$ cat src/bfa_pkg.sv
// Shared constants, codes and types for the bitmap frame allocator.
package bfa_pkg;

	localparam int MAX_BLOCKS  = 32768;
	localparam int WORD_BITS   = 32;
	localparam int BLOCK_BYTES = 4096;
	localparam int ADDR_W      = 32;
	localparam int CNT_W       = 16;

	localparam int BLK_SHIFT = $clog2(BLOCK_BYTES);
	localparam int BIT_W     = $clog2(WORD_BITS);
	localparam int BLK_W     = $clog2(MAX_BLOCKS);
	localparam int MAP_WORDS = MAX_BLOCKS / WORD_BITS;
	localparam int MAP_AW    = $clog2(MAP_WORDS);
	localparam int PCNT_W    = BIT_W + 1;
	localparam int BIDX_W    = ADDR_W - BLK_SHIFT;
	localparam int WCNT_W    = CNT_W - BIT_W;
	localparam int SRCH_W    = ADDR_W - BLK_SHIFT - BIT_W + 1;

	localparam logic [1:0] OP_RESERVE = 2'd0;
	localparam logic [1:0] OP_FREE    = 2'd1;
	localparam logic [1:0] OP_ALLOC   = 2'd2;
	localparam logic [1:0] OP_RELEASE = 2'd3;

	localparam logic [1:0] ST_OK       = 2'd0;
	localparam logic [1:0] ST_MISALIGN = 2'd1;
	localparam logic [1:0] ST_NOMEM    = 2'd2;

	typedef logic [WORD_BITS-1:0] word_t;

	typedef struct packed {
		word_t            data;
		logic [BIT_W-1:0] lo;
		logic [BIT_W-1:0] hi;
		logic             mark;
	} wop_req_t;

	typedef struct packed {
		word_t             range_word;
		logic [PCNT_W-1:0] changed;
		logic              full;
		logic [BIT_W-1:0]  zero_idx;
		word_t             alloc_word;
	} wop_rsp_t;

endpackage

$ cat src/bfa_word_unit.sv
// Word modify logic: range mark/clear with change count, and first-free search.
module bfa_word_unit
	import bfa_pkg::*;
(
	input  wop_req_t req,
	output wop_rsp_t rsp
);

	word_t             mask;
	word_t             flip;
	logic [PCNT_W-1:0] cnt;
	logic [BIT_W-1:0]  zidx;

	// build the bit range mask and the bits that actually change
	always_comb begin
		mask = ({WORD_BITS{1'b1}} << req.lo) &
		       ({WORD_BITS{1'b1}} >> (BIT_W'(WORD_BITS - 1) - req.hi));
		flip = req.mark ? (mask & ~req.data) : (mask & req.data);
	end

	// count changed bits
	always_comb begin
		cnt = '0;
		for (int i = 0; i < WORD_BITS; i++) begin
			cnt = cnt + PCNT_W'(flip[i]);
		end
	end

	// lowest clear bit, scanned from the top so the lowest wins
	always_comb begin
		zidx = '0;
		for (int i = WORD_BITS - 1; i >= 0; i--) begin
			if (!req.data[i]) begin
				zidx = BIT_W'(i);
			end
		end
	end

	always_comb begin
		rsp.range_word = req.mark ? (req.data | mask) : (req.data & ~mask);
		rsp.changed    = cnt;
		rsp.full       = &req.data;
		rsp.zero_idx   = zidx;
		rsp.alloc_word = req.data | (word_t'(1) << zidx);
	end

endmodule

$ cat config.mk
export PLATFORM = sky130hd
export DESIGN_NAME = bfa_word_unit
export DESIGN_NICKNAME = d
export VERILOG_FILES = /design/src/bfa_pkg.sv /design/src/bfa_word_unit.sv
export SDC_FILE = /design/constraint.sdc
export NUM_CORES = 1
export LEC_CHECK = 0
export BUFFER_PORTS_ARGS = -buffer_cell sky130_fd_sc_hd__buf_4
export CORE_MARGIN = 2
export CORE_UTILIZATION = 52
export DETAILED_ROUTE_END_ITERATION = 16
export PLACE_DENSITY = 0.85
export SLEW_MARGIN = 20
export SYNTH_ARGS = -nofsm -noshare
export SYNTH_HDL_FRONTEND = slang
export SYNTH_SLANG_ARGS = --single-unit
$ cat constraint.sdc
create_clock -name vclk -period 8.55
set_clock_uncertainty 0.1 [all_clocks]
set_input_delay 0.855 -clock vclk [all_inputs]
set_output_delay 0.855 -clock vclk [all_outputs]
set_load 0.02 [all_outputs]
==> results of run 1 <==
==> worst paths after layout <==
check | from | endpoint | slack, ns | cells past startpoint
max | req[8] | rsp[42] | 1.10 | 19
min | req[41] | rsp[30] | 1.96 | 3
==> layer usage <==
layer / GRT usage / routed length (µm) / up-vias
met2: 0.601 / 5210 / 261
li1: - / - / 1625
met5: 0 / 0 / -
met4: 0.0789 / 283 / 0
met3: 0.0244 / 1040 / 29
met1: 0.454 / 4280 / 1620
==> power breakdown <==
part	switching (W)	internal, W
sequential	0	0
clock	0	0
combinational	0.000218	0.000155
==> critical path, delay by kind of cell <==
kind,cells,cell delay [ns]
and+or+nand+nor,2,0.51
AOI/OAI and AO/OA,3,0.85
buffers and inverters,5,0.53
adders and majority gates,8,3.59
xor gates and xnor gates,1,0.17
==> cells by family (layout without fill, tap and decap cells) <==
kind of cell | count (synthesis) | in the layout | synth area share
buffers and inverters | 69 | 159 | 0.0994
multiplexers | 16 | 16 | 0.0634
AO/OA/AOI/OAI | 118 | 118 | 0.294
adder cells (fa/ha/maj) | 31 | 31 | 0.200
other | 1 | 1 | 0.00132
AND/OR/NAND/NOR | 142 | 142 | 0.234
XOR/XNOR | 35 | 35 | 0.108
==> synth_stat cells, types with 4 or more instances <==
cell type	instances	area [µm²]
inv_1	39	146
buf_1	5	18.8
a221oi_1	4	35.0
nor2_1	22	82.6
xor2_1	31	272
nand2b_1	7	43.8
xnor2_1	4	35.0
ha_1	7	87.6
a211oi_1	11	82.6
nand4_1	10	62.6
and3_1	4	25.0
or2_2	4	25.0
a21o_1	6	45.0
nand3_1	11	55.1
o31ai_1	14	105
o21bai_1	5	37.5
a311oi_1	5	43.8
clkbuf_1	16	60.1
a31oi_1	4	25.0
nor3_1	7	35.0
o21ai_1	4	20.0
mux2_2	16	180
o21ai_0	27	135
nand2_1	61	229
fa_1	24	480
a21oi_1	16	80.1
==> area by class of cell <==
cell class	instances	share of cell area
timing repair buffer	118	0.240
inverter	41	0.0417
multi-input combinational	343	0.694
tap	70	0.0237
==> per-stage QoR <==
stage / worst slack [ns] / power [W] / std cells
finish: 1.10 / 0.000373 / 572
global route: 0.942 / 0.000407 / 572
CTS: 1.23 / 0.000370 / 572
detailed placement: 1.24 / 0.000369 / 572
global placement: 1.32 / 0.000359 / 572
floorplan: 1.46 / 0.000235 / 412
==> results.md, run 1 <==
- Part of the Yosys area used for sequential elements: 0
- Most common cell type on the critical path: fa_1
- Category of the most critical setup path: input port to output port
- Detailed placement HPWL: 8.98 mm
- Post-CTS repair timing setup buffer count: 0
- Area of all placed cells without fillers: 3690 µm²
- Sequence of cells on the critical path: buf_4, or2_2, a221oi_1, nand2_1, fa_1, fa_1, fa_1, fa_1, fa_1, fa_1, inv_1, ha_1, inv_1, fa_1, inv_1, a21o_1, a21oi_1, xnor2_1, buf_4
- DIE WIDTH: 78.0 µm
- Unique cell type count in the Yosys netlist: 58
- Count of vias placed by the detailed router: 3535
- Number of pins with negative max-slew slack in the final report: 0
- Number of hold-slack violations in the final timing report: 0
- Worst path max stage delay: 0.66 ns
- RSZ-0062 raised after global routing: no
- Antenna violation net count after detailed routing: 0
- Maximum VDD drop: 0.000163 V
- Final setup violating endpoints: 0
- Clock period minus final worst setup slack: 7.45 ns
- Slowest stage cell on the critical path: a221oi_1
- Count of port buffers added during placement: 118
- Worst-case headroom to the max-slew limit: 0.506
- Cts-stage hold buffer count: 0
- Avg Synthesized Cell Area: 6.90 µm²
- IO Count: 119
- Count of sequential standard cells: 0
- Initial DRC Count: 253
- Slew at the pin closest to its max-slew limit: 0.741 ns
- Post-layout utilization of the core: 0.709
- Gates resized, CTS repair: 0
- Initial antenna violation count: 0
- Pin count of the biggest net entering global routing: 65
- Area growth, synth to finish: 29.7%
- Hold slack final: 1.96 ns
- Routability congestion estimate from global placement: 1.02
- Initial core utilization: 0.546
- Number of clock buffer instances in the layout: 0
- Post-detailed-placement cell area: 3690 µm²
- Static leakage: 1.67 nW
- Highest attainable clock frequency: 134 MHz
- Most common cell after layout, fill and taps aside: buf_4
- Synth Cell Area: 2840 µm²
- Core area: 5200 µm²
- Number of search-and-repair iterations in the first detailed-routing pass: 5
- Diode insertion count for antenna repair: 0
- Number of placement rows: 26
- Startpoint types: input port
- Leading cell types in the layout, fill and taps excluded: buf_4, nand2_1, inv_1
- FF+latch area: 0 µm²
- Post-synthesis cell count: 412
- Final critical-path share of the clock period: 0.872
- Setup TNS Final: 0 ns
- Area of combinational cells with multiple inputs: 2560 µm²
- Classification of the worst-slack hold path: input port to output port
- Kind of end point of the critical path: output port
- Critical path required time: 7.60 ns
- Share of post-route cells with drive strength above 1: 0.305
- Power density over the cells: 101 nW/µm²
- Number of global-route vias before repair: 3261
- Max-cap violations: 0
- Remaining Overflow, GRT: 0
- DRC: 0
- Yosys warns: 0
- Die height: 78.0 µm
- Endpoint arrival time on the critical path: 6.50 ns
- Overall fraction of global-route tracks in use: 0.341
- Mean number of vias per cell: 6.18
- Detail-routed net length per standard cell: 18.9 µm
- Number of nets in the synthesized netlist: 486
- First-pass GRT wire length: 16.6 mm
- Crit Path Max Fanout: 13
- Number of fillers in the final layout: 445
- Wirelength, routed: 10.8 mm
- Final nets: 578
- Outcome: completed
- Floorplan die area: 6080 µm²
Power figures use the tool's default switching activity.
==> inputs of run 2 (changes only) <==
CORE_ASPECT_RATIO = 1.5   (was not set)
CORE_UTILIZATION = 35   (was 52)
PLACE_DENSITY = not set   (was 0.85)
PLACE_DENSITY_LB_ADDON = 0.15   (was not set)
==> run 2 against run 1 <==
Die area is 46% higher. Worst hold slack worse by 0.0051 ns. Wire length increased by 11%. Combinational power about the same. Critical endpoint unchanged. Largest cell class unchanged.
==> results.md, run 2 (synthesized netlist as in run 1, its figures left out) <==
- Routability congestion estimate from global placement: 0.989 (-3.4%)
- Slew at the pin closest to its max-slew limit: 0.678 ns (-0.0631 ns)
- Post-layout utilization of the core: 0.470 (-0.239)
- Number of clock buffer instances in the layout: 0 (unchanged)
- Initial antenna violation count: 0 (unchanged)
- Area of combinational cells with multiple inputs: 2560 µm² (unchanged)
- Count of sequential standard cells: 0 (unchanged)
- Endpoint arrival time on the critical path: 6.35 ns (-0.15 ns)
- Share of post-route cells with drive strength above 1: 0.306 (+0.00138)
- Number of global-route vias before repair: 3382 (+3.7%)
- Share of total power consumed by net switching: 0.583 (-0.00123)
- IO Count: 119 (unchanged)
- Number of pins with negative max-slew slack in the final report: 0 (unchanged)
- Critical path required time: 7.60 ns (about the same)
- Crit Path Max Fanout: 18 (+5)
- Combinational fraction of design power: 1.000 (about the same)
- Slowest stage cell on the critical path: fa_1
- Core area: 7960 µm² (+53%)
- First-pass GRT wire length: 17.9 mm (+7.8%)
- Static leakage: 1.67 nW (+0.29%)
- Final nets: 579 (+0.17%)
- DRC: 0 (unchanged)
- Sequential share of power: 0 (unchanged)
- Worst path max stage delay: 0.61 ns (-0.05 ns)
- Highest attainable clock frequency: 137 MHz (+2.0%)
- Instance count along the most critical hold path: 3 (unchanged)
- Number of search-and-repair iterations in the first detailed-routing pass: 4 (-1)
- Wirelength, routed: 12.0 mm (+11%)
- Max-cap violations: 0 (unchanged)
- Power density over the cells: 98.9 nW/µm² (-2.3%)
- Clock period minus final worst setup slack: 7.31 ns (-0.146 ns)
- Area growth, synth to finish: 31.5%
- RSZ-0062 raised after global routing: no
- Sequence of cells on the critical path: buf_4, or2_2, a211oi_1, nand2_1, fa_1, fa_1, fa_1, fa_1, fa_1, fa_1, inv_1, ha_1, inv_1, fa_1, inv_1, a21o_1, a21oi_1, xnor2_1, buf_4
- Switch Pwr: 0.000215 W (-1.1%)
- Startpoint types: input port
- Outcome: completed
- Number of fillers in the final layout: 859 (+93%)
- Number of placement rows: 40 (+54%)
- Final setup violating endpoints: 0 (unchanged)
- Pin count of the biggest net entering global routing: 57 (-12%)
- Classification of the worst-slack hold path: input port to output port
- Detailed placement HPWL: 10.4 mm (+16%)
- Kind of end point of the critical path: output port
- Relative contribution of the clock network to total power: 0 (unchanged)
- Setup TNS Final: 0 ns (unchanged)
- Overall fraction of global-route tracks in use: 0.259 (-0.0817)
- Worst-case headroom to the max-slew limit: 0.548 (+0.0421)
- DIE WIDTH: 77.6 µm (-0.46%)
- Gates resized, CTS repair: 0 (unchanged)
- Leading cell types in the layout, fill and taps excluded: buf_4, nand2_1, inv_1
- Initial DRC Count: 99 (-61%)
- FF+latch area: 0 µm² (unchanged)
- Post-CTS repair timing setup buffer count: 0 (unchanged)
- Cts-stage hold buffer count: 0 (unchanged)
- Remaining Overflow, GRT: 0 (unchanged)
- Most common cell type on the critical path: fa_1
- Detail-routed net length per standard cell: 19.8 µm (+4.8%)
- Antenna violation net count after detailed routing: 0 (unchanged)
- Die height: 114 µm (+47%)
- Count of port buffers added during placement: 118 (unchanged)
- Maximum VDD drop: 0.000159 V (-2.5%)
- Initial core utilization: 0.357 (-0.189)
- Final critical-path share of the clock period: 0.855 (-0.0171)
- Count of vias placed by the detailed router: 3384 (-4.3%)
- Mean number of vias per cell: 5.57 (-9.9%)
- Category of the most critical setup path: input port to output port
- Floorplan die area: 8880 µm² (+46%)
- Diode insertion count for antenna repair: 0 (unchanged)
- Internal Pwr Total: 0.000154 W (-0.63%)
- Most common cell after layout, fill and taps aside: buf_4
- Number of hold-slack violations in the final timing report: 0 (unchanged)
run 2: path summary, 6_finish.rpt:
path	from	end	slack, ns
min	req[41]	rsp[30]	1.95
max	req[9]	rsp[42]	1.24
run 2: layer usage:
metal	global-route usage	wire length, µm	part of all wire	vias up
met5	0	0	0	-
met3	0.0150	490	0.041	34
met4	0.120	656	0.054	0
li1	-	-	-	1624
met2	0.497	6470	0.54	128
met1	0.288	4420	0.37	1598
run 2: layout make-up:
class                           count  share of cell area
Multi-Input combinational cell    343               0.685
Inverter                           41              0.0412
Timing Repair Buffer              119               0.239
Tap cell                          105              0.0351
run 2: power groups by stage:
stage	logic [W]	clock network, W	registers, W
global route	0.000407	0	0
floorplan	0.000235	0	0
finish	0.000370	0	0
detailed placement	0.000373	0	0
CTS	0.000374	0	0
global placement	0.000372	0	0
run 2: worst max-delay path, delay by kind of cell:
kind	cells	cell delay [ns]
AO/OA/AOI/OAI	3	0.75
AND/OR/NAND/NOR	2	0.54
buffers and inverters	5	0.54
XOR/XNOR	1	0.15
adder cells (fa/ha/maj)	8	3.50
run 2: per-stage QoR:
step	power, W	hold slack, ns	std cells	setup WS, ns	area, µm²
floorplan	0.000235	1.73	412	1.46	2840
global placement	0.000372	1.95	608	1.23	3740
detailed placement	0.000373	1.95	608	1.24	3740
CTS	0.000374	1.96	608	1.23	3740
global route	0.000407	1.97	608	1.05	3740
finish	0.000370	1.95	608	1.24	3740
==> inputs of run 3 (changes only) <==
ABC_AREA = 1   (was not set)
==> run 3 against run 2 <==
Count of clock-buffer cells in the layout did not move. Non-clock buffer count is the same. Die area shrank 2.2%. Critical endpoint unchanged. Largest cell class unchanged.
==> results.md, run 3 <==
- Number of pins with negative max-slew slack in the final report: 0 (unchanged)
- Remaining Overflow, GRT: 0 (unchanged)
- Critical path required time: 7.60 ns (about the same)
- Post-synthesis share of cell area spent on and, or, nand and nor gates: 0.407 (+0.173)
- Detail-routed net length per standard cell: 17.3 µm (-13%)
- Count of sequential standard cells: 0 (unchanged)
- Commonest cells in the netlist: nand2_1, nor2_1, inv_1, o21ai_1, nand3_1
- Maximum VDD drop: 0.000177 V (+11%)
- Synth Cell Area: 2780 µm² (-2.3%)
- Xor and xnor area share after synthesis: 0.0158 (-0.0920)
- Placed insts: 716 (+18%)
- Initial antenna violation count: 0 (unchanged)
- Number of nets in the synthesized netlist: 586 (+21%)
- Setup slack after placement: 1.26 ns (+0.0231 ns)
- Top cell type's share of synthesized area: 0.173 (+0.00396)
- Area growth, synth to finish: 34.1%
- FF+latch area: 0 µm² (unchanged)
- Final setup violating endpoints: 0 (unchanged)
- Final nets: 690 (+19%)
- Overall fraction of global-route tracks in use: 0.278 (+0.0182)
- Yosys warns: 0 (unchanged)
- Endpoint arrival time on the critical path: 6.36 ns (about the same)
- Classification of the worst-slack hold path: input port to output port
- Category of the most critical setup path: input port to output port
- Outcome: completed
- Area leader, netlist: fa_1
- Die height: 113 µm (-1.1%)
- Leading cell types in the layout, fill and taps excluded: buf_4, nand2_1, nor2_1
- Highest attainable clock frequency: 137 MHz (-0.14%)
- Number of placement rows: 39 (-2.5%)
- Cts-stage hold buffer count: 0 (unchanged)
- Max-cap violations: 0 (unchanged)
- Crit Path Max Fanout: 8 (-10)
- Count of vias placed by the detailed router: 3718 (+9.9%)
- End point of the critical path: rsp[42]
- Routability congestion estimate from global placement: 0.980 (-0.83%)
- Power density over the cells: 88.0 nW/µm² (-11%)
- Part of the Yosys area used for sequential elements: 0 (unchanged)
- Start point of the worst min-delay path: req[42]
- Clock period minus final worst setup slack: 7.32 ns (+0.0105 ns)
- Hold slack final: 1.97 ns (+0.0169 ns)
- Slew at the pin closest to its max-slew limit: 0.731 ns (+0.0533 ns)
- First-pass GRT wire length: 19.0 mm (+6.2%)
- Final WS setup: 1.23 ns (-0.0105 ns)
- Area fraction in compound gates after synthesis: 0.239 (-0.0553)
- Floorplan die area: 8680 µm² (-2.2%)
- Fraction of synthesized area in multiplexers: 0 (-0.0634)
- Mean number of vias per cell: 5.19 (-6.7%)
- Initial DRC Count: 204 (+110%)
- Share of post-route cells with drive strength above 1: 0.239 (-0.0667)
- Kind of end point of the critical path: output port
- IO Count: 119 (unchanged)
- Worst-case headroom to the max-slew limit: 0.509 (-0.0385)
- Gates resized, CTS repair: 0 (unchanged)
- Number of fillers in the final layout: 835 (-2.8%)
- Core area: 7660 µm² (-3.7%)
- Post-CTS repair timing setup buffer count: 0 (unchanged)
- Count of port buffers added during placement: 118 (unchanged)
- RSZ-0062 raised after global routing: no
- Dominant cell by count in the synthesized netlist: nand2_1
- Pin count of the biggest net entering global routing: 55 (-3.5%)
- Number of search-and-repair iterations in the first detailed-routing pass: 5 (+1)
- Wirelength, routed: 12.4 mm (+2.7%)
- Final critical-path share of the clock period: 0.856 (+0.00123)
- Largest family of logic cells by synthesized area: simple AND/OR/NAND/NOR gates
- DIE WIDTH: 76.8 µm (-1.1%)
- Number of global-route vias before repair: 3494 (+3.3%)
- Number of clock buffer instances in the layout: 0 (unchanged)
- Startpoint types: input port
- Detailed placement HPWL: 10.7 mm (+2.8%)
- Startpoint of the most critical setup path: req[4]
- Avg Synthesized Cell Area: 5.43 µm² (-21%)
- Fraction of the mapped netlist area in adder cells: 0.204 (+0.00468)
- Non-Filler Instances: 716 (+18%)
- Antenna violation net count after detailed routing: 0 (unchanged)
- Unique cell type count in the Yosys netlist: 35 (-40%)
- Diode insertion count for antenna repair: 0 (unchanged)
- Cell types with the largest area share after synthesis: fa_1, nand2_1, nor2_1
- Area of combinational cells with multiple inputs: 2410 µm² (-5.9%)
- Static leakage: 1.86 nW (+11%)
- Number of hold-slack violations in the final timing report: 0 (unchanged)
- Most common cell after layout, fill and taps aside: buf_4
- Setup TNS Final: 0 ns (unchanged)
- Post-synthesis cell count: 512 (+24%)
- Initial core utilization: 0.363 (+0.00534)
- DRC: 0 (unchanged)
## run 3: cell count changes after synthesis, sizes merged, moves of 7 or more
cell and change:
o21ai +36, nand2b -7, o21bai +10, mux2 -16
xor2 -27, inv +36, a21o -7, nand2 +55
nand3 +15, nor2 +79, o31ai -14, or2 -7
## run 3: how the worst min path moves through the flow
stage,to,cells after the start
after CTS,rsp[7],3
final,rsp[31],4
after global placement,rsp[11],4
after detailed placement,rsp[7],3
after floorplan,rsp[32],2
after global routing,rsp[7],3
## run 3: routing by layer
metal	routed length [µm]	up-vias	GRT usage
li1	-	1855	-
met1	4860	1681	0.345
met2	6310	157	0.501
met3	683	25	0.0191
met4	518	0	0.0994
met5	0	-	0
## run 3: worst max-delay path: stages
cell and delay (ns):
buf_4 0.15, nand2_1 0.18, a211oi_1 0.67, o21ai_1 0.21, fa_1 0.55, fa_1 0.58
fa_1 0.45, fa_1 0.59, fa_1 0.43, fa_1 0.44, inv_1 0.07, ha_1 0.15
inv_1 0.06, fa_1 0.46, o21a_1 0.21, xor2_1 0.14, buf_4 0.15
## run 3: through the flow
step                power, W  utilization  instance area (µm²)
CTS                 0.000331        0.487                 3730
global route        0.000363        0.487                 3730
global placement    0.000329        0.487                 3730
floorplan           0.000196            -                 2780
finish              0.000328        0.487                 3730
detailed placement  0.000327        0.487                 3730
## run 3: logic make-up (layout without fill, tap and decap cells)
family / after synthesis / count (layout)
simple gates: 263 / 263
fa+ha+maj: 31 / 31
buf+inv: 96 / 198
compound gates: 116 / 116
other cells: 1 / 1
xor+xnor: 5 / 5
## run 3: layout make-up
class | instances | share of cell area
well taps | 102 | 0.0342
multi-input cells | 416 | 0.647
inverters | 79 | 0.0796
repair buffers | 119 | 0.240
## run 3: report_power, final
part,leakage [nW],switching [W],internal [W]
clock,0,0,0
combinational,1.86,0.000199,0.000129
sequential,0,0,0
total,1.86,0.000199,0.000129
